File: src/ngga_pkg.sv
// Shared constants, types and conversion tables of the GGA position parser.
package ngga_pkg;

   // Field widths of the words on the two channels.
   localparam int RX_W   = 8;
   localparam int LAT_W  = 28;
   localparam int LON_W  = 29;
   localparam int HDOP_W = 14;

   // Fraction digits of a coordinate that are taken into account (1 to 6).
   localparam int FRACTION_DIGITS = 5;

   // Internal widths of the coordinate and number accumulators.
   localparam int INT_W   = 17;
   localparam int REM_W   = 7;
   localparam int DSUM_W  = 31;
   localparam int MQ_W    = 21;
   localparam int MR_W    = 6;
   localparam int FQ_W    = 14;
   localparam int PHASE_W = 4;
   localparam int QUAL_W  = 8;
   localparam int HDR_W   = 3;

   localparam int UDEG_SCALE = 1000000;
   localparam int MIN_DIV    = 60;
   localparam int POW10 [7]  = '{1, 10, 100, 1000, 10000, 100000, 1000000};

   localparam logic [INT_W-1:0]  INT_SAT      = 17'd131071;
   localparam logic [REM_W-1:0]  REM_SAT      = 7'd71;
   localparam logic [DSUM_W-1:0] DEG_SAT_UDEG = 31'd1310000000;
   localparam logic [DSUM_W-1:0] UDEG_PER_DEG = 31'd1000000;
   localparam logic [DSUM_W-1:0] LAT_LIMIT    = 31'd90000000;
   localparam logic [DSUM_W-1:0] LON_LIMIT    = 31'd180000000;
   localparam logic [HDOP_W-1:0] HDOP_SAT     = 14'd9999;
   localparam logic [QUAL_W-1:0] QUAL_SAT     = 8'd255;

   // Number phase: zero while integer digits are read, then the position of
   // the next fraction digit, and a closed marker once the number has ended.
   localparam logic [PHASE_W-1:0] PHASE_INT    = 4'd0;
   localparam logic [PHASE_W-1:0] PHASE_FRAC1  = 4'd1;
   localparam logic [PHASE_W-1:0] PHASE_FRAC2  = 4'd2;
   localparam logic [PHASE_W-1:0] PHASE_FRAC3  = 4'd3;
   localparam logic [PHASE_W-1:0] PHASE_CLOSED = 4'd15;

   // Header progress: count of matched prefix characters, or a mismatch.
   localparam logic [HDR_W-1:0] HDR_ALT_POS = 3'd2;
   localparam logic [HDR_W-1:0] HDR_LEN     = 3'd6;
   localparam logic [HDR_W-1:0] HDR_FAIL    = 3'd7;

   // Stored reversed, so that index 0 holds the first character of "$GNGGA".
   localparam logic [5:0][RX_W-1:0] HEADER_TEXT = "AGGNG$";

   localparam logic [RX_W-1:0] CHAR_LF    = 8'h0A;
   localparam logic [RX_W-1:0] CHAR_CR    = 8'h0D;
   localparam logic [RX_W-1:0] CHAR_COMMA = ",";
   localparam logic [RX_W-1:0] CHAR_DOT   = ".";
   localparam logic [RX_W-1:0] CHAR_0     = "0";
   localparam logic [RX_W-1:0] CHAR_9     = "9";
   localparam logic [RX_W-1:0] CHAR_P     = "P";
   localparam logic [RX_W-1:0] CHAR_S     = "S";
   localparam logic [RX_W-1:0] CHAR_W     = "W";

   // Field numbers within a GGA sentence.
   localparam int FIELD_LAT     = 2;
   localparam int FIELD_NS      = 3;
   localparam int FIELD_LON     = 4;
   localparam int FIELD_EW      = 5;
   localparam int FIELD_QUAL    = 6;
   localparam int FIELD_HDOP    = 8;
   localparam int FIELD_MIN_FIX = 8;

   // Running coordinate: integer part, its whole degrees already scaled to
   // microdegrees, its minutes below one hundred, and the quotient and
   // remainder of the minute value in millionths divided by sixty.
   typedef struct packed {
      logic [INT_W-1:0]  int_acc;
      logic [REM_W-1:0]  rem;
      logic [DSUM_W-1:0] deg_udeg;
      logic [MQ_W-1:0]   min_q;
      logic [MR_W-1:0]   min_r;
   } coord_type;

   typedef logic [99:0][MQ_W+MR_W-1:0]     min_tab_type;
   typedef logic [6:0][9:0][FQ_W+MR_W-1:0] frac_tab_type;

   // Whole minutes times one million, divided by sixty: quotient and remainder.
   function automatic min_tab_type make_min_tab();
      min_tab_type tab;
      tab = '0;
      for (int r = 0; r < 100; r++) begin
         tab[r] = {MQ_W'((r * UDEG_SCALE) / MIN_DIV), MR_W'((r * UDEG_SCALE) % MIN_DIV)};
      end
      return tab;
   endfunction

   // A fraction digit at position k weighs d * 10^(6-k) millionths of a minute.
   function automatic frac_tab_type make_frac_tab();
      frac_tab_type tab;
      tab = '0;
      for (int k = 1; k < 7; k++) begin
         for (int d = 0; d < 10; d++) begin
            tab[k][d] = {FQ_W'((d * POW10[6-k]) / MIN_DIV),
                         MR_W'((d * POW10[6-k]) % MIN_DIV)};
         end
      end
      return tab;
   endfunction

   localparam min_tab_type  MIN_TAB  = make_min_tab();
   localparam frac_tab_type FRAC_TAB = make_frac_tab();

endpackage

File: src/ngga_if.sv
// Valid/ready channel interfaces for received bytes and parsed position words.
interface ngga_req_if;
   logic                      valid;
   logic                      ready;
   logic [ngga_pkg::RX_W-1:0] rx_byte;

   modport source (output valid, output rx_byte, input ready);
   modport sink (input valid, input rx_byte, output ready);
endinterface

interface ngga_rsp_if;
   logic                               valid;
   logic                               ready;
   logic                               fix_valid;
   logic signed [ngga_pkg::LAT_W-1:0]  latitude_udeg;
   logic signed [ngga_pkg::LON_W-1:0]  longitude_udeg;
   logic [ngga_pkg::HDOP_W-1:0]        hdop_centi;

   modport source (output valid, output fix_valid, output latitude_udeg,
                   output longitude_udeg, output hdop_centi, input ready);
   modport sink (input valid, input fix_valid, input latitude_udeg,
                 input longitude_udeg, input hdop_centi, output ready);
endinterface

File: src/nmea_gga_position_parser_top.sv
// GGA sentence parser: byte-wise line state and position word output.
// A taken newline word waits in the input register; once processed, its result word is registered.
// Throughput: one byte word per clock, set by the combinational update of the line state.
// While a result word waits on a low ready the parser stalls; an empty input register still
// takes one word. Reset (synchronous) clears the line state, the held fix, position and HDOP.
module nmea_gga_position_parser_top #(
   parameter int LINE_CHARS = 128,
   parameter int MAX_FIELDS = 15
) (
   input logic        clock,
   input logic        reset,
   ngga_req_if.sink   req_chan,
   ngga_rsp_if.source rsp_chan
);
   import ngga_pkg::*;

   localparam int KEPT_W  = $clog2(LINE_CHARS);
   localparam int FIELD_W = $clog2(MAX_FIELDS);
   localparam int PHASE_TOP = (FRACTION_DIGITS + 1 > 3) ? FRACTION_DIGITS + 1 : 3;
   localparam logic [KEPT_W-1:0]  KEPT_MAX   = KEPT_W'(LINE_CHARS - 1);
   localparam logic [FIELD_W-1:0] FIELD_LAST = FIELD_W'(MAX_FIELDS - 1);
   localparam logic signed [LAT_W-1:0] LAT_POS = LAT_W'(LAT_LIMIT);
   localparam logic signed [LON_W-1:0] LON_POS = LON_W'(LON_LIMIT);

   logic                byte_vld_ff, byte_vld_in;
   logic [RX_W-1:0]     byte_ff, byte_in;
   logic [KEPT_W-1:0]   kept_ff, kept_in;
   logic [HDR_W-1:0]    hdr_ff, hdr_in;
   logic [FIELD_W-1:0]  field_ff, field_in;
   logic [PHASE_W-1:0]  phase_ff, phase_in;
   coord_type           lat_coord_ff, lat_coord_in;
   coord_type           lon_coord_ff, lon_coord_in;
   logic                south_ff, south_in;
   logic                west_ff, west_in;
   logic [QUAL_W-1:0]   qual_ff, qual_in;
   logic [HDOP_W-1:0]   hdop_acc_ff, hdop_acc_in;
   logic                held_fix_ff, held_fix_in;
   logic signed [LAT_W-1:0] held_lat_ff, held_lat_in;
   logic signed [LON_W-1:0] held_lon_ff, held_lon_in;
   logic [HDOP_W-1:0]   held_hdop_ff, held_hdop_in;
   logic                rsp_vld_ff, rsp_vld_in;

   logic                adv;
   logic                proc;
   logic                line_end;
   logic                is_digit;
   logic [3:0]          dig;
   logic                fix_ok;
   logic [DSUM_W-1:0]   lat_sum, lon_sum, lat_mag, lon_mag;
   logic [11:0]         qual_val;
   logic [HDOP_W+3:0]   hdop_val;

   // One digit of a ddmm.f coordinate. Whole degrees and whole minutes are kept
   // apart, so that the final conversion needs no divider.
   function automatic coord_type coord_digit(coord_type cur, logic [3:0] d,
                                             logic [PHASE_W-1:0] phase);
      coord_type               nxt;
      logic [INT_W+3:0]        ival;
      logic [9:0]              tval;
      logic [3:0]              carry;
      logic [DSUM_W+3:0]       dval;
      logic [FQ_W+MR_W-1:0]    fent;
      logic [MR_W:0]           rsum;
      nxt = cur;
      if (phase == PHASE_INT) begin
         ival = ({4'd0, cur.int_acc} << 3) + ({4'd0, cur.int_acc} << 1) + (INT_W+4)'(d);
         if (ival > (INT_W+4)'(INT_SAT)) begin
            nxt.int_acc  = INT_SAT;
            nxt.rem      = REM_SAT;
            nxt.deg_udeg = DEG_SAT_UDEG;
         end else begin
            tval  = 10'(cur.rem) * 10'd10 + 10'(d);
            carry = 4'd0;
            for (int k = 1; k < 10; k++) begin
               if (tval >= 10'(100 * k)) begin
                  carry = 4'(k);
               end
            end
            dval = (DSUM_W+4)'(cur.deg_udeg) * (DSUM_W+4)'(10)
                 + (DSUM_W+4)'(carry) * (DSUM_W+4)'(UDEG_PER_DEG);
            nxt.int_acc  = ival[INT_W-1:0];
            nxt.rem      = REM_W'(tval - 10'(carry) * 10'd100);
            nxt.deg_udeg = dval[DSUM_W-1:0];
         end
         {nxt.min_q, nxt.min_r} = MIN_TAB[nxt.rem];
      end else if (phase <= PHASE_W'(FRACTION_DIGITS)) begin
         fent = FRAC_TAB[phase[2:0]][d];
         rsum = {1'b0, cur.min_r} + {1'b0, fent[MR_W-1:0]};
         if (rsum >= (MR_W+1)'(MIN_DIV)) begin
            nxt.min_r = MR_W'(rsum - (MR_W+1)'(MIN_DIV));
            nxt.min_q = cur.min_q + MQ_W'(fent[FQ_W+MR_W-1:MR_W]) + MQ_W'(1);
         end else begin
            nxt.min_r = rsum[MR_W-1:0];
            nxt.min_q = cur.min_q + MQ_W'(fent[FQ_W+MR_W-1:MR_W]);
         end
      end
      return nxt;
   endfunction

   assign adv              = !rsp_vld_ff || rsp_chan.ready;
   assign req_chan.ready   = !byte_vld_ff || adv;
   assign proc             = byte_vld_ff && adv;
   assign line_end         = proc && (byte_ff == CHAR_LF) && (hdr_ff == HDR_LEN);
   assign is_digit         = (byte_ff >= CHAR_0) && (byte_ff <= CHAR_9);
   assign dig              = byte_ff[3:0];
   assign fix_ok           = (field_ff >= FIELD_W'(FIELD_MIN_FIX)) && (qual_ff != '0);

   assign lat_sum = lat_coord_ff.deg_udeg + DSUM_W'(lat_coord_ff.min_q);
   assign lon_sum = lon_coord_ff.deg_udeg + DSUM_W'(lon_coord_ff.min_q);
   assign lat_mag = (lat_sum > LAT_LIMIT) ? LAT_LIMIT : lat_sum;
   assign lon_mag = (lon_sum > LON_LIMIT) ? LON_LIMIT : lon_sum;

   assign qual_val = 12'(qual_ff) * 12'd10 + 12'(dig);

   always_comb begin
      priority case (phase_ff)
         PHASE_INT:   hdop_val = (HDOP_W+4)'(hdop_acc_ff) * (HDOP_W+4)'(10)
                               + (HDOP_W+4)'(dig) * (HDOP_W+4)'(100);
         PHASE_FRAC1: hdop_val = (HDOP_W+4)'(hdop_acc_ff) + (HDOP_W+4)'(dig) * (HDOP_W+4)'(10);
         PHASE_FRAC2: hdop_val = (HDOP_W+4)'(hdop_acc_ff) + (HDOP_W+4)'(dig);
         default:     hdop_val = (HDOP_W+4)'(hdop_acc_ff);
      endcase
   end

   always_comb begin
      byte_vld_in  = byte_vld_ff;
      byte_in      = byte_ff;
      kept_in      = kept_ff;
      hdr_in       = hdr_ff;
      field_in     = field_ff;
      phase_in     = phase_ff;
      lat_coord_in = lat_coord_ff;
      lon_coord_in = lon_coord_ff;
      south_in     = south_ff;
      west_in      = west_ff;
      qual_in      = qual_ff;
      hdop_acc_in  = hdop_acc_ff;
      held_fix_in  = held_fix_ff;
      held_lat_in  = held_lat_ff;
      held_lon_in  = held_lon_ff;
      held_hdop_in = held_hdop_ff;
      rsp_vld_in   = rsp_vld_ff && !rsp_chan.ready;

      if (req_chan.ready) begin
         byte_vld_in = req_chan.valid;
         byte_in     = req_chan.rx_byte;
      end

      if (proc) begin
         priority if (byte_ff == CHAR_LF) begin
            if (hdr_ff == HDR_LEN) begin
               rsp_vld_in = 1'b1;
               if (fix_ok) begin
                  held_fix_in  = 1'b1;
                  held_lat_in  = south_ff ? -$signed(LAT_W'(lat_mag)) : $signed(LAT_W'(lat_mag));
                  held_lon_in  = west_ff ? -$signed(LON_W'(lon_mag)) : $signed(LON_W'(lon_mag));
                  held_hdop_in = hdop_acc_ff;
               end else begin
                  held_fix_in = 1'b0;
               end
            end
            kept_in      = '0;
            hdr_in       = '0;
            field_in     = '0;
            phase_in     = PHASE_INT;
            lat_coord_in = '0;
            lon_coord_in = '0;
            south_in     = 1'b0;
            west_in      = 1'b0;
            qual_in      = '0;
            hdop_acc_in  = '0;
         end else if (byte_ff == CHAR_CR) begin
            // Carriage returns are dropped without counting as kept characters.
            kept_in = kept_ff;
         end else if (kept_ff != KEPT_MAX) begin
            kept_in = kept_ff + KEPT_W'(1);
            if (hdr_ff < HDR_LEN) begin
               if ((byte_ff == HEADER_TEXT[hdr_ff]) ||
                   ((hdr_ff == HDR_ALT_POS) && (byte_ff == CHAR_P))) begin
                  hdr_in = hdr_ff + HDR_W'(1);
               end else begin
                  hdr_in = HDR_FAIL;
               end
            end
            // In the last field a comma is an ordinary character and does not start a new field.
            if ((byte_ff == CHAR_COMMA) && (field_ff != FIELD_LAST)) begin
               field_in = field_ff + FIELD_W'(1);
               phase_in = PHASE_INT;
            end else begin
               unique case (field_ff)
                  FIELD_W'(FIELD_LAT), FIELD_W'(FIELD_LON): begin
                     if (phase_ff != PHASE_CLOSED) begin
                        if (is_digit) begin
                           if (field_ff == FIELD_W'(FIELD_LAT)) begin
                              lat_coord_in = coord_digit(lat_coord_ff, dig, phase_ff);
                           end else begin
                              lon_coord_in = coord_digit(lon_coord_ff, dig, phase_ff);
                           end
                           if ((phase_ff != PHASE_INT) &&
                               (phase_ff <= PHASE_W'(FRACTION_DIGITS))) begin
                              phase_in = phase_ff + PHASE_W'(1);
                           end
                        end else if ((byte_ff == CHAR_DOT) && (phase_ff == PHASE_INT)) begin
                           phase_in = PHASE_FRAC1;
                        end else begin
                           phase_in = PHASE_CLOSED;
                        end
                     end
                  end
                  FIELD_W'(FIELD_NS): begin
                     if (phase_ff == PHASE_INT) begin
                        south_in = (byte_ff == CHAR_S);
                     end
                     phase_in = PHASE_CLOSED;
                  end
                  FIELD_W'(FIELD_EW): begin
                     if (phase_ff == PHASE_INT) begin
                        west_in = (byte_ff == CHAR_W);
                     end
                     phase_in = PHASE_CLOSED;
                  end
                  FIELD_W'(FIELD_QUAL): begin
                     if (phase_ff != PHASE_CLOSED) begin
                        if (is_digit) begin
                           qual_in = (qual_val > 12'(QUAL_SAT)) ? QUAL_SAT : qual_val[QUAL_W-1:0];
                        end else begin
                           phase_in = PHASE_CLOSED;
                        end
                     end
                  end
                  FIELD_W'(FIELD_HDOP): begin
                     if (phase_ff != PHASE_CLOSED) begin
                        if (is_digit) begin
                           hdop_acc_in = (hdop_val > (HDOP_W+4)'(HDOP_SAT)) ?
                                         HDOP_SAT : hdop_val[HDOP_W-1:0];
                           if ((phase_ff == PHASE_FRAC1) || (phase_ff == PHASE_FRAC2)) begin
                              phase_in = phase_ff + PHASE_W'(1);
                           end
                        end else if ((byte_ff == CHAR_DOT) && (phase_ff == PHASE_INT)) begin
                           phase_in = PHASE_FRAC1;
                        end else begin
                           phase_in = PHASE_CLOSED;
                        end
                     end
                  end
                  default: begin
                     phase_in = phase_ff;
                  end
               endcase
            end
         end else begin
            // Characters past the kept part of a line are ignored.
            kept_in = kept_ff;
         end
      end
   end

   always_ff @(posedge clock) begin
      if (reset) begin
         byte_vld_ff  <= 1'b0;
         kept_ff      <= '0;
         hdr_ff       <= '0;
         field_ff     <= '0;
         phase_ff     <= PHASE_INT;
         lat_coord_ff <= '0;
         lon_coord_ff <= '0;
         south_ff     <= 1'b0;
         west_ff      <= 1'b0;
         qual_ff      <= '0;
         hdop_acc_ff  <= '0;
         held_fix_ff  <= 1'b0;
         held_lat_ff  <= '0;
         held_lon_ff  <= '0;
         held_hdop_ff <= '0;
         rsp_vld_ff   <= 1'b0;
      end else begin
         byte_vld_ff  <= byte_vld_in;
         kept_ff      <= kept_in;
         hdr_ff       <= hdr_in;
         field_ff     <= field_in;
         phase_ff     <= phase_in;
         lat_coord_ff <= lat_coord_in;
         lon_coord_ff <= lon_coord_in;
         south_ff     <= south_in;
         west_ff      <= west_in;
         qual_ff      <= qual_in;
         hdop_acc_ff  <= hdop_acc_in;
         held_fix_ff  <= held_fix_in;
         held_lat_ff  <= held_lat_in;
         held_lon_ff  <= held_lon_in;
         held_hdop_ff <= held_hdop_in;
         rsp_vld_ff   <= rsp_vld_in;
      end
      byte_ff <= byte_in;
   end

   // The held position doubles as the result register; it only moves when the slot is free.
   assign rsp_chan.valid          = rsp_vld_ff;
   assign rsp_chan.fix_valid      = held_fix_ff;
   assign rsp_chan.latitude_udeg  = held_lat_ff;
   assign rsp_chan.longitude_udeg = held_lon_ff;
   assign rsp_chan.hdop_centi     = held_hdop_ff;

   a_result_follows_line: assert property (@(posedge clock) disable iff (reset)
      line_end |=> rsp_vld_ff)
      else $error("A matching line end did not raise a result word.");

   a_result_has_cause: assert property (@(posedge clock) disable iff (reset)
      $rose(rsp_vld_ff) |-> $past(line_end))
      else $error("A result word appeared without a matching line end.");

   a_line_counters: assert property (@(posedge clock) disable iff (reset)
      (kept_ff <= KEPT_MAX) && (field_ff <= FIELD_LAST))
      else $error("Kept character count or field number ran past its limit.");

   a_phase_range: assert property (@(posedge clock) disable iff (reset)
      (phase_ff <= PHASE_W'(PHASE_TOP)) || (phase_ff == PHASE_CLOSED))
      else $error("Number phase left its legal range.");

   a_position_range: assert property (@(posedge clock) disable iff (reset)
      (held_lat_ff <= LAT_POS) && (held_lat_ff >= -LAT_POS) &&
      (held_lon_ff <= LON_POS) && (held_lon_ff >= -LON_POS))
      else $error("Held position is outside the clamped range.");

endmodule
File: src/flat_wrapper.sv
// flat-port wrapper written by rule: the top's interface ports become plain ports
module nmea_gga_position_parser_top_flat import ngga_pkg::*;
#(
   parameter int LINE_CHARS = 128,
   parameter int MAX_FIELDS = 15
)
  (clock, reset, req_chan_valid, req_chan_rx_byte, req_chan_ready, rsp_chan_valid, rsp_chan_fix_valid, rsp_chan_latitude_udeg, rsp_chan_longitude_udeg, rsp_chan_hdop_centi, rsp_chan_ready);
  ngga_req_if req_chan_i ();
  ngga_rsp_if rsp_chan_i ();
  input logic clock;
  input logic reset;
  input wire logic [$bits(req_chan_i.valid)-1:0] req_chan_valid;
  input wire logic [$bits(req_chan_i.rx_byte)-1:0] req_chan_rx_byte;
  output wire logic [$bits(req_chan_i.ready)-1:0] req_chan_ready;
  output wire logic [$bits(rsp_chan_i.valid)-1:0] rsp_chan_valid;
  output wire logic [$bits(rsp_chan_i.fix_valid)-1:0] rsp_chan_fix_valid;
  output wire logic [$bits(rsp_chan_i.latitude_udeg)-1:0] rsp_chan_latitude_udeg;
  output wire logic [$bits(rsp_chan_i.longitude_udeg)-1:0] rsp_chan_longitude_udeg;
  output wire logic [$bits(rsp_chan_i.hdop_centi)-1:0] rsp_chan_hdop_centi;
  input wire logic [$bits(rsp_chan_i.ready)-1:0] rsp_chan_ready;
  assign req_chan_i.valid = req_chan_valid;
  assign req_chan_i.rx_byte = req_chan_rx_byte;
  assign req_chan_ready = req_chan_i.ready;
  assign rsp_chan_valid = rsp_chan_i.valid;
  assign rsp_chan_fix_valid = rsp_chan_i.fix_valid;
  assign rsp_chan_latitude_udeg = rsp_chan_i.latitude_udeg;
  assign rsp_chan_longitude_udeg = rsp_chan_i.longitude_udeg;
  assign rsp_chan_hdop_centi = rsp_chan_i.hdop_centi;
  assign rsp_chan_i.ready = rsp_chan_ready;
  nmea_gga_position_parser_top #(.LINE_CHARS(LINE_CHARS), .MAX_FIELDS(MAX_FIELDS)) u_core (.clock(clock), .reset(reset), .req_chan(req_chan_i), .rsp_chan(rsp_chan_i));
endmodule
File: config.mk
export PLATFORM = sky130hd
export DESIGN_NAME = nmea_gga_position_parser_top_flat
export DESIGN_NICKNAME = d
export VERILOG_FILES = /design/src/ngga_pkg.sv /design/src/ngga_if.sv /design/src/nmea_gga_position_parser_top.sv /design/src/flat_wrapper.sv
export SDC_FILE = /design/constraint.sdc
export NUM_CORES = 2
export LEC_CHECK = 0
export BUFFER_PORTS_ARGS = -buffer_cell sky130_fd_sc_hd__buf_2
export CORE_MARGIN = 4
export CORE_UTILIZATION = 50
export CTS_CLUSTER_DIAMETER = 200
export DETAILED_ROUTE_END_ITERATION = 10
export GPL_ROUTABILITY_DRIVEN = 0
export MAX_ROUTING_LAYER = met4
export PLACE_DENSITY = 0.75
export SYNTH_ARGS = -nofsm -noshare
export SYNTH_HDL_FRONTEND = slang
export SYNTH_SLANG_ARGS = --single-unit
export TNS_END_PERCENT = 1
File: constraint.sdc
create_clock -name clock -period 9 [get_ports clock]
set_clock_uncertainty 0.1 [all_clocks]
set_input_delay 1.35 -clock clock [delete_from_list [all_inputs] [get_ports clock]]
set_output_delay 1.35 -clock clock [all_outputs]
set_load 0.01 [all_outputs]
**After elaboration in Yosys (flattened, before gate mapping)**

Memory sizes are Yosys's and may differ from the RTL's. A register that Yosys moved wholly into a read port is not among the register bits.
Index checks and enable logic that the tools add are counted.

- Flip-flop bits (word level): 288
- ROM bits: 8,576
- Input port bits: 12
- Output and inout port bits: 74
- Memories: 4

Memory list:

| memory | words | width | rd ports | clocked after Yosys merged registers in | wr ports | line | RTL |
|---|---|---|---|---|---|---|---|
| (no name shown) | 128 | 27 | 1 | 0 | 0 | nmea_gga_position_parser_top.sv:85 | `{nxt.min_q, nxt.min_r} = MIN_TAB[nxt.rem];` |
| (no name shown) | 128 | 27 | 1 | 0 | 0 | nmea_gga_position_parser_top.sv:85 |  |
| (no name shown) | 8 | 200 | 1 | 1 | 0 | nmea_gga_position_parser_top.sv:87 | `fent = FRAC_TAB[phase[2:0]][d];` |
| (no name shown) | 8 | 8 | 1 | 1 | 0 | nmea_gga_position_parser_top.sv:178 | `if ((byte_ff == HEADER_TEXT[hdr_ff]) \|\|` |

- $add $sub $neg: 30
- Multipliers: 12
- $lt $le $gt $ge: 36
- Equality and inequality tests: 30
- Muxes and demuxes: 159
- Reductions and logical operators: 48

Operator list:

| cell | number |
|---|---|
| two-way mux 55 bit | 24 |
| two-way mux 82 bit | 16 |
| two-way mux 27 bit | 8 |
| two-way mux 200 bit | 1 |
| two-way mux 4 bit | 43 |
| two-way mux 14 bit | 8 |
| binary-select mux 20 bit (select 4 bit) | 1 |
| greater-or-equal comparator 10 bit, second input constant | 8 |
| two-way mux 8 bit | 9 |
| adder 31 x 21 -> 31 bit | 2 |
| adder 31 x 24 -> 31 bit | 2 |
| multiplier 31 x 3 -> 30 bit, second input constant | 2 |
| greater-or-equal comparator 10 x 9 -> 1 bit, second input constant | 6 |
| two-way mux 29 bit | 2 |
| two-way mux 28 bit | 2 |
| one-hot mux 18 bit (3 select lines) | 1 |
| two-way mux 3 bit | 17 |
| adder 20 x 18 -> 21 bit | 2 |
| adder 21 x 1 -> 21 bit, second input constant | 2 |
| adder 21 x 14 -> 21 bit | 2 |
| adder 21 x 4 -> 21 bit | 2 |
| greater-than comparator 21 x 17 -> 1 bit, second input constant | 2 |
| multiplier 4 x 14 -> 18 bit, second input constant | 2 |
| AND reduction 9 bit | 4 |
| other kinds (69) | 147 |

**Longest topological paths before layout**

- Word-level depth: 47
- Mapped depth: 30
- Depth with buffers taken out: 29

**Worst setup path after synthesis**

Ideal clock, no wire load.

- Path kind: reg2reg
- Start point: register u_core.lat_coord_ff[59] (netlist bit)
- End point: register u_core.lat_coord_ff[55] (netlist bit)
- Setup time: 0.128 ns
- Arrival time: 6.448 ns
- Data required time: 8.772 ns
- Setup slack: 2.325 ns
- Stages on the path, launching flop included: 27
- Clock period less this slack: 6.675 ns
- Cells stage by stage: dfxtp_1 > ha_1 > ha_1 > fa_1 > xnor2_1 > nor3_2 > or4b_1 > o2111a_1 > nor2b_1 > o21ai_0 > inv_1 > ha_1 > fa_1 > inv_1 > fa_1 > inv_1 > a21o_1 > a21oi_1 > xor2_1 > ha_1 > a21oi_1 > o21ai_0 > a31oi_1 > nor4_1 > xnor2_1 > a22oi_1 > nor2_1

- Longest elaborated chain between the ends: 45
- Elaborated cells on any way between the ends: 53
- Classes of those cells: 2 x add/sub; 2 x mul; 9 x order compare; 40 x mux

RTL lines:

| element | line | RTL |
|---|---|---|
| start, declared | nmea_gga_position_parser_top.sv:31 | `coord_type lat_coord_ff, lat_coord_in;` |
| start signal, assigned | nmea_gga_position_parser_top.sv:282 | `lat_coord_ff <= lat_coord_in;` |
| multiplier 7 x 3 -> 9 bit * | nmea_gga_position_parser_top.sv:72 | `tval = 10'(cur.rem) * 10'd10 + 10'(d);` |
| adder 10 x 4 -> 10 bit * | nmea_gga_position_parser_top.sv:72 |  |
| greater-or-equal comparator 10 x 7 -> 1 bit | nmea_gga_position_parser_top.sv:75 | `if (tval >= 10'(100 * k)) begin` |
| two-way mux 1 bit | nmea_gga_position_parser_top.sv:75 |  |
| two-way mux 2 bit (2 in series) | nmea_gga_position_parser_top.sv:75 |  |
| two-way mux 3 bit (4 in series) | nmea_gga_position_parser_top.sv:75 |  |
| two-way mux 4 bit | nmea_gga_position_parser_top.sv:75 |  |
| two-way mux 4 bit * | nmea_gga_position_parser_top.sv:75 |  |
| (+25 left out) | -- |  |
| two-way mux 82 bit * | nmea_gga_position_parser_top.sv:194 | `if (field_ff == FIELD_W'(FIELD_LAT)) begin` |
| two-way mux 82 bit * | nmea_gga_position_parser_top.sv:193 | `if (is_digit) begin` |
| two-way mux 82 bit * | nmea_gga_position_parser_top.sv:192 | `if (phase_ff != PHASE_CLOSED) begin` |
| two-way mux 82 bit * | nmea_gga_position_parser_top.sv:190 | `unique case (field_ff)` |
| two-way mux 82 bit * | nmea_gga_position_parser_top.sv:186 | `if ((byte_ff == CHAR_COMMA) && (field_ff != FIELD_LAST)) begin` |
| two-way mux 82 bit * | nmea_gga_position_parser_top.sv:175 | `end else if (kept_ff != KEPT_MAX) begin` |
| two-way mux 82 bit * | nmea_gga_position_parser_top.sv:172 | `end else if (byte_ff == CHAR_CR) begin` |
| two-way mux 82 bit * | nmea_gga_position_parser_top.sv:150 | `priority if (byte_ff == CHAR_LF) begin` |

Mark *: on every way between the ends. The rest lies on a longest branch, timed or not. The select of a mux whose other input is x is not followed.
A chain may end at the register's enable or synchronous reset.

**Final worst setup path**

- Start point: register u_core.lon_coord_ff[66] (netlist bit)
- End point: register u_core.lon_coord_ff[57] (netlist bit)

- Longest elaborated chain between the ends: 23

RTL lines:

| element | line | RTL |
|---|---|---|
| start, declared | nmea_gga_position_parser_top.sv:32 | `coord_type lon_coord_ff, lon_coord_in;` |
| start signal, assigned | nmea_gga_position_parser_top.sv:283 | `lon_coord_ff <= lon_coord_in;` |
| adder 20 x 18 -> 21 bit | nmea_gga_position_parser_top.sv:66 | `ival = ({4'd0, cur.int_acc} << 3) + ({4'd0, cur.int_acc} << 1) + (INT_W+4)'(d);` |
| adder 21 x 4 -> 21 bit | nmea_gga_position_parser_top.sv:66 |  |
| greater-than comparator 21 x 17 -> 1 bit | nmea_gga_position_parser_top.sv:67 | `if (ival > (INT_W+4)'(INT_SAT)) begin` |
| two-way mux 55 bit | nmea_gga_position_parser_top.sv:67 |  |
| two-way mux 55 bit | nmea_gga_position_parser_top.sv:65 | `if (phase == PHASE_INT) begin` |
| two-way mux 55 bit | nmea_gga_position_parser_top.sv:194 |  |
| two-way mux 55 bit | nmea_gga_position_parser_top.sv:193 |  |
| two-way mux 55 bit | nmea_gga_position_parser_top.sv:192 |  |
| (+7 left out) | -- |  |
| two-way mux 82 bit | nmea_gga_position_parser_top.sv:194 |  |
| two-way mux 82 bit | nmea_gga_position_parser_top.sv:193 |  |
| two-way mux 82 bit | nmea_gga_position_parser_top.sv:192 |  |
| two-way mux 82 bit | nmea_gga_position_parser_top.sv:190 |  |
| two-way mux 82 bit | nmea_gga_position_parser_top.sv:186 |  |
| two-way mux 82 bit | nmea_gga_position_parser_top.sv:175 |  |
| two-way mux 82 bit | nmea_gga_position_parser_top.sv:172 |  |
| two-way mux 82 bit | nmea_gga_position_parser_top.sv:150 |  |

No other way between the ends. The select of a mux whose other input is x is not followed.

==> reports/qor.csv <==
stage,metric,value,unit
timing,RSZ-0062 raised after global routing,false,
grt,initial antenna violation count,0,
timing,setup TNS,0,ns
critical_path,kind of critical path,reg2reg,
placed_design,dpl hpwl,73100,um
logic_synthesis,"flops & latches, synth",298,
min_path,Hold Path Class,reg2reg,
logic_synthesis,post-synth cell types,99,
critical_path,worst path cell trace,"ha_1, ha_1, fa_1, o211a_1, nand3_1, nor3b_2, xnor2_1, nor3_1, o21ai_0, inv_1, ha_1, fa_1, inv_1, fa_1, xnor2_1, ha_1, nand3_1, o31ai_1, o41ai_1, o21ai_0, nand3_1, xnor2_1, o21ai_0, a21oi_1",
finish,Syn-to-layout area delta,7.01,%
logic_synthesis,mapped cell area,34300,um^2
routing,WL/cell,18.6,um
routing,first-pass iteration count of the detailed router,6,
die,Site Rows,95,
critical_path,"CP delay by family, top",adder cells,
critical_path,Crit Path Max Fanout,15,
logic_synthesis,Ys Warns,0,
grt,vias in the first global route,31800,
die,chip width,270,um
timing,fin worst setup slack,1.02,ns
clock_network,Clock Tree Buf Depth,3,
timing,fin. max-slew vios,0,
min_path,hold_sp,u_core.rsp_chan.hdop_centi[10],
finish,area of the multi-input gates,26800,um^2
timing,final worst path period share,0.887,
logic_synthesis,syn_nets,5040,
critical_path,CP most frequent cell,ha_1,
finish,share of cells above drive strength 1,0.0624,
placed_design,Place WS,1.14,ns
routing,DR vias,34700,
placed_design,IO Port Bufs,85,
grt,Total GRT Usage,0.269,
timing,worst slew pin tran,1.23,ns
critical_path,R2R Path End,u_core.lon_coord_ff[57],
critical_path,"slowest stage delay, CP",0.84,ns
timing,Worst slew margin,0.181,
critical_path,CP Data Arrival Time,8.29,ns
routing,Vias/cell,6.41,
clock_network,hold_buf cts,0,
die,Core Area,67500,um^2
timing,minimum clock period,7.98,ns
logic_synthesis,Mean Syn Cell Area,7.53,um^2
routing,DRC,0,
critical_path,crit path buf inv count,2,
logic_synthesis,sequential share of the synthesized area,0.176,
clock_network,Resize count post-CTS,0,
power,total power,0.00325,W
power,PD cells,88.6,nW/um^2
timing,Max Clock Freq,125,MHz
clock_network,total CTS buffers,38,
timing,setup violators final,0,
flow_run,max-capacitance violation count,0,
critical_path,Worst Path Required,9.31,ns
finish,n_diodes,0,
clock_network,CTS H-tree lvls,2,
routing,initial DRC count,3201,
finish,Total Nets Final,4997,
outcome,status,"complete, no violations",
min_path,hold depth,2,
logic_synthesis,"EDFF count, synth",8,
grt,grt total ovfl,0,
die,initial cell density of the core,0.507,
power,Pleak,16.4,nW
grt,pin count of the biggest net entering global routing,79,
clock_network,root buf cell,clkbuf_16,
clock_network,CTS tree,yes,
critical_path,CP startpoint kind,register,
clock_network,Post-CTS Setup Inserts,0,
routing,final WL,101000,um
die,Die H,270,um
critical_path,reg2reg start,u_core.lon_coord_ff[66],
routing,remaining antenna violation count,0,
critical_path,Reg2Reg Setup Slack,1.02,ns
min_path,Hold EP,u_core.rsp_chan.hdop_centi[10],
die,die area,72800,um^2
clock_network,CTS Sinks,298,
logic_synthesis,share of flip-flops with an asynchronous set or reset,0,
timing,Final Hold Vio Count,0,
clock_network,"Clk pin slew, worst setup/hold paths",0.06,ns
critical_path,"Slowest-stage cell, CP",fa_1,
power,maximum VDD drop,0.000112,V
critical_path,Critical Path End Type,register,
finish,Fillers,6371,
clock_network,worst-skew pair later-pin latency,0.58,ns
logic_synthesis,top_reg_cell synth,dfxtp_1,
grt,first-pass GRT wire length,163000,um
critical_path,FF-to-FF path depth,24,
die,I/O pin cnt,86,
logic_synthesis,Syn Inst Count,4551,
finish,Seq. cell area,6050,um^2
## flip-flops by register name (all words and copies together) (netlist names), named ones only
name	flops
u_core.qual_ff	8
u_core.rsp_chan.fix_valid	1
u_core.lon_coord_ff	74
u_core.kept_ff	7
u_core.byte_vld_ff	1
u_core.rsp_chan.valid	1
u_core.south_ff	1
u_core.field_ff	4
u_core.rsp_chan.hdop_centi	14
u_core.byte_ff	8
u_core.lat_coord_ff	74
u_core.phase_ff	4
u_core.hdop_acc_ff	14
u_core.rsp_chan.latitude_udeg	28
u_core.rsp_chan.longitude_udeg	29
u_core.hdr_ff	3
u_core.west_ff	1
## worst register-to-register path: cells and delay by family (launching register included)
family / cells / cell delay [ns]
fa+ha+maj: 7 / 3.06
compound gates: 7 / 2.36
simple gates: 5 / 0.92
xor+xnor: 3 / 0.59
flops: 1 / 0.44
buf+inv: 2 / 0.35
## synth_stat cells, drive strengths merged, types with 19 or more instances
cell / n / area [um^2]
nand2b: 50 / 320
o211ai: 66 / 495
nor3: 127 / 646
or3: 50 / 313
mux2i: 39 / 390
dfxtp: 290 / 5810
nand4: 41 / 257
o31ai: 44 / 340
and2: 40 / 250
nor2b: 63 / 394
a211o: 25 / 219
a21o: 94 / 706
nand2: 451 / 1700
a221oi: 21 / 190
nor2: 379 / 1430
a22o: 19 / 166
nor4: 41 / 257
and3: 37 / 231
o221ai: 20 / 175
clkbuf: 187 / 703
a31oi: 53 / 332
xor2: 117 / 1030
o22ai: 39 / 244
nand3: 111 / 561
fa: 38 / 761
buf: 32 / 146
a22oi: 73 / 548
a21oi: 435 / 2190
o21a: 47 / 353
ha: 439 / 5490
xnor2: 202 / 1790
a211oi: 76 / 576
o21ai: 318 / 1600
inv: 171 / 642
## worst max-delay path by stage
stage / start / slack (ns) / cells after the start / to
finish: u_core.lon_coord_ff[66] / 1.02 / 24 / u_core.lon_coord_ff[57]
global route: u_core.lon_coord_ff[66] / 0.29 / 25 / u_core.lon_coord_ff[57]
CTS: u_core.lon_coord_ff[66] / 1.07 / 24 / u_core.lon_coord_ff[57]
floorplan: u_core.lat_coord_ff[59] / 2.32 / 26 / u_core.lat_coord_ff[55]
global placement: u_core.lon_coord_ff[66] / 1.35 / 24 / u_core.lon_coord_ff[57]
detailed placement: u_core.lon_coord_ff[66] / 1.14 / 24 / u_core.lon_coord_ff[57]
## cells in the final DEF, fill, tap and decap left out, drive strengths merged, types with 53 or more instances in the layout
master and instances:
o21ai 318, clkbuf 56, nor3 127, xnor2 202, a22oi 73, inv 173, o211ai 66, ha 439
a211oi 76, nand3 111, buf 136, xor2 117, a21o 94, dfxtp 290, nor2b 63, a31oi 53
nand2 451, nor2 379, a21oi 435
## cell type report
type / count / share of cell area
clock inverters: 11 / 0.00355
inverters: 174 / 0.0178
clock buffers: 56 / 0.0306
repair buffers: 136 / 0.0222
flip-flops and latches: 298 / 0.165
well taps: 873 / 0.0298
multi-input cells: 3860 / 0.731
## stage by stage
stage	std cells	util	area [um^2]	hold slack [ns]
finish	5408	0.543	36700	0.349
CTS	5408	0.543	36700	0.351
floorplan	4551	-	34300	0.329
global route	5408	0.543	36700	0.363
detailed placement	5341	0.524	35400	0.343
global placement	5341	0.524	35400	0.335
## cells by family (layout without fill, tap and decap cells)
logic type	count (synthesis)	in the layout	synth area share
AND/OR/NAND/NOR	1462	1462	0.202
multiplexers	53	53	0.0167
AO/OA/AOI/OAI	1545	1545	0.294
buffers and inverters	393	377	0.0439
flip-flops	298	298	0.176
XOR/XNOR	321	321	0.0838
adder cells (fa/ha/maj)	479	479	0.183
## power breakdown
group	internal (W)	leakage [nW]	switching, W	total (W)
Clock	0.000922	0.615	0.000652	0.00157
Sequential	0.00133	2.42	0.00000871	0.00134
Combinational	0.000108	13.3	0.000225	0.000333
Total	0.00236	16.4	0.000886	0.00325
## routing by layer
metal | GRT usage | share of wire
met5 | - | 0
met2 | 0.426 | 0.45
met4 | 0.0871 | 0.033
met3 | 0.0398 | 0.081
met1 | 0.355 | 0.44
No activity file was read; power rests on OpenSTA's default activity.
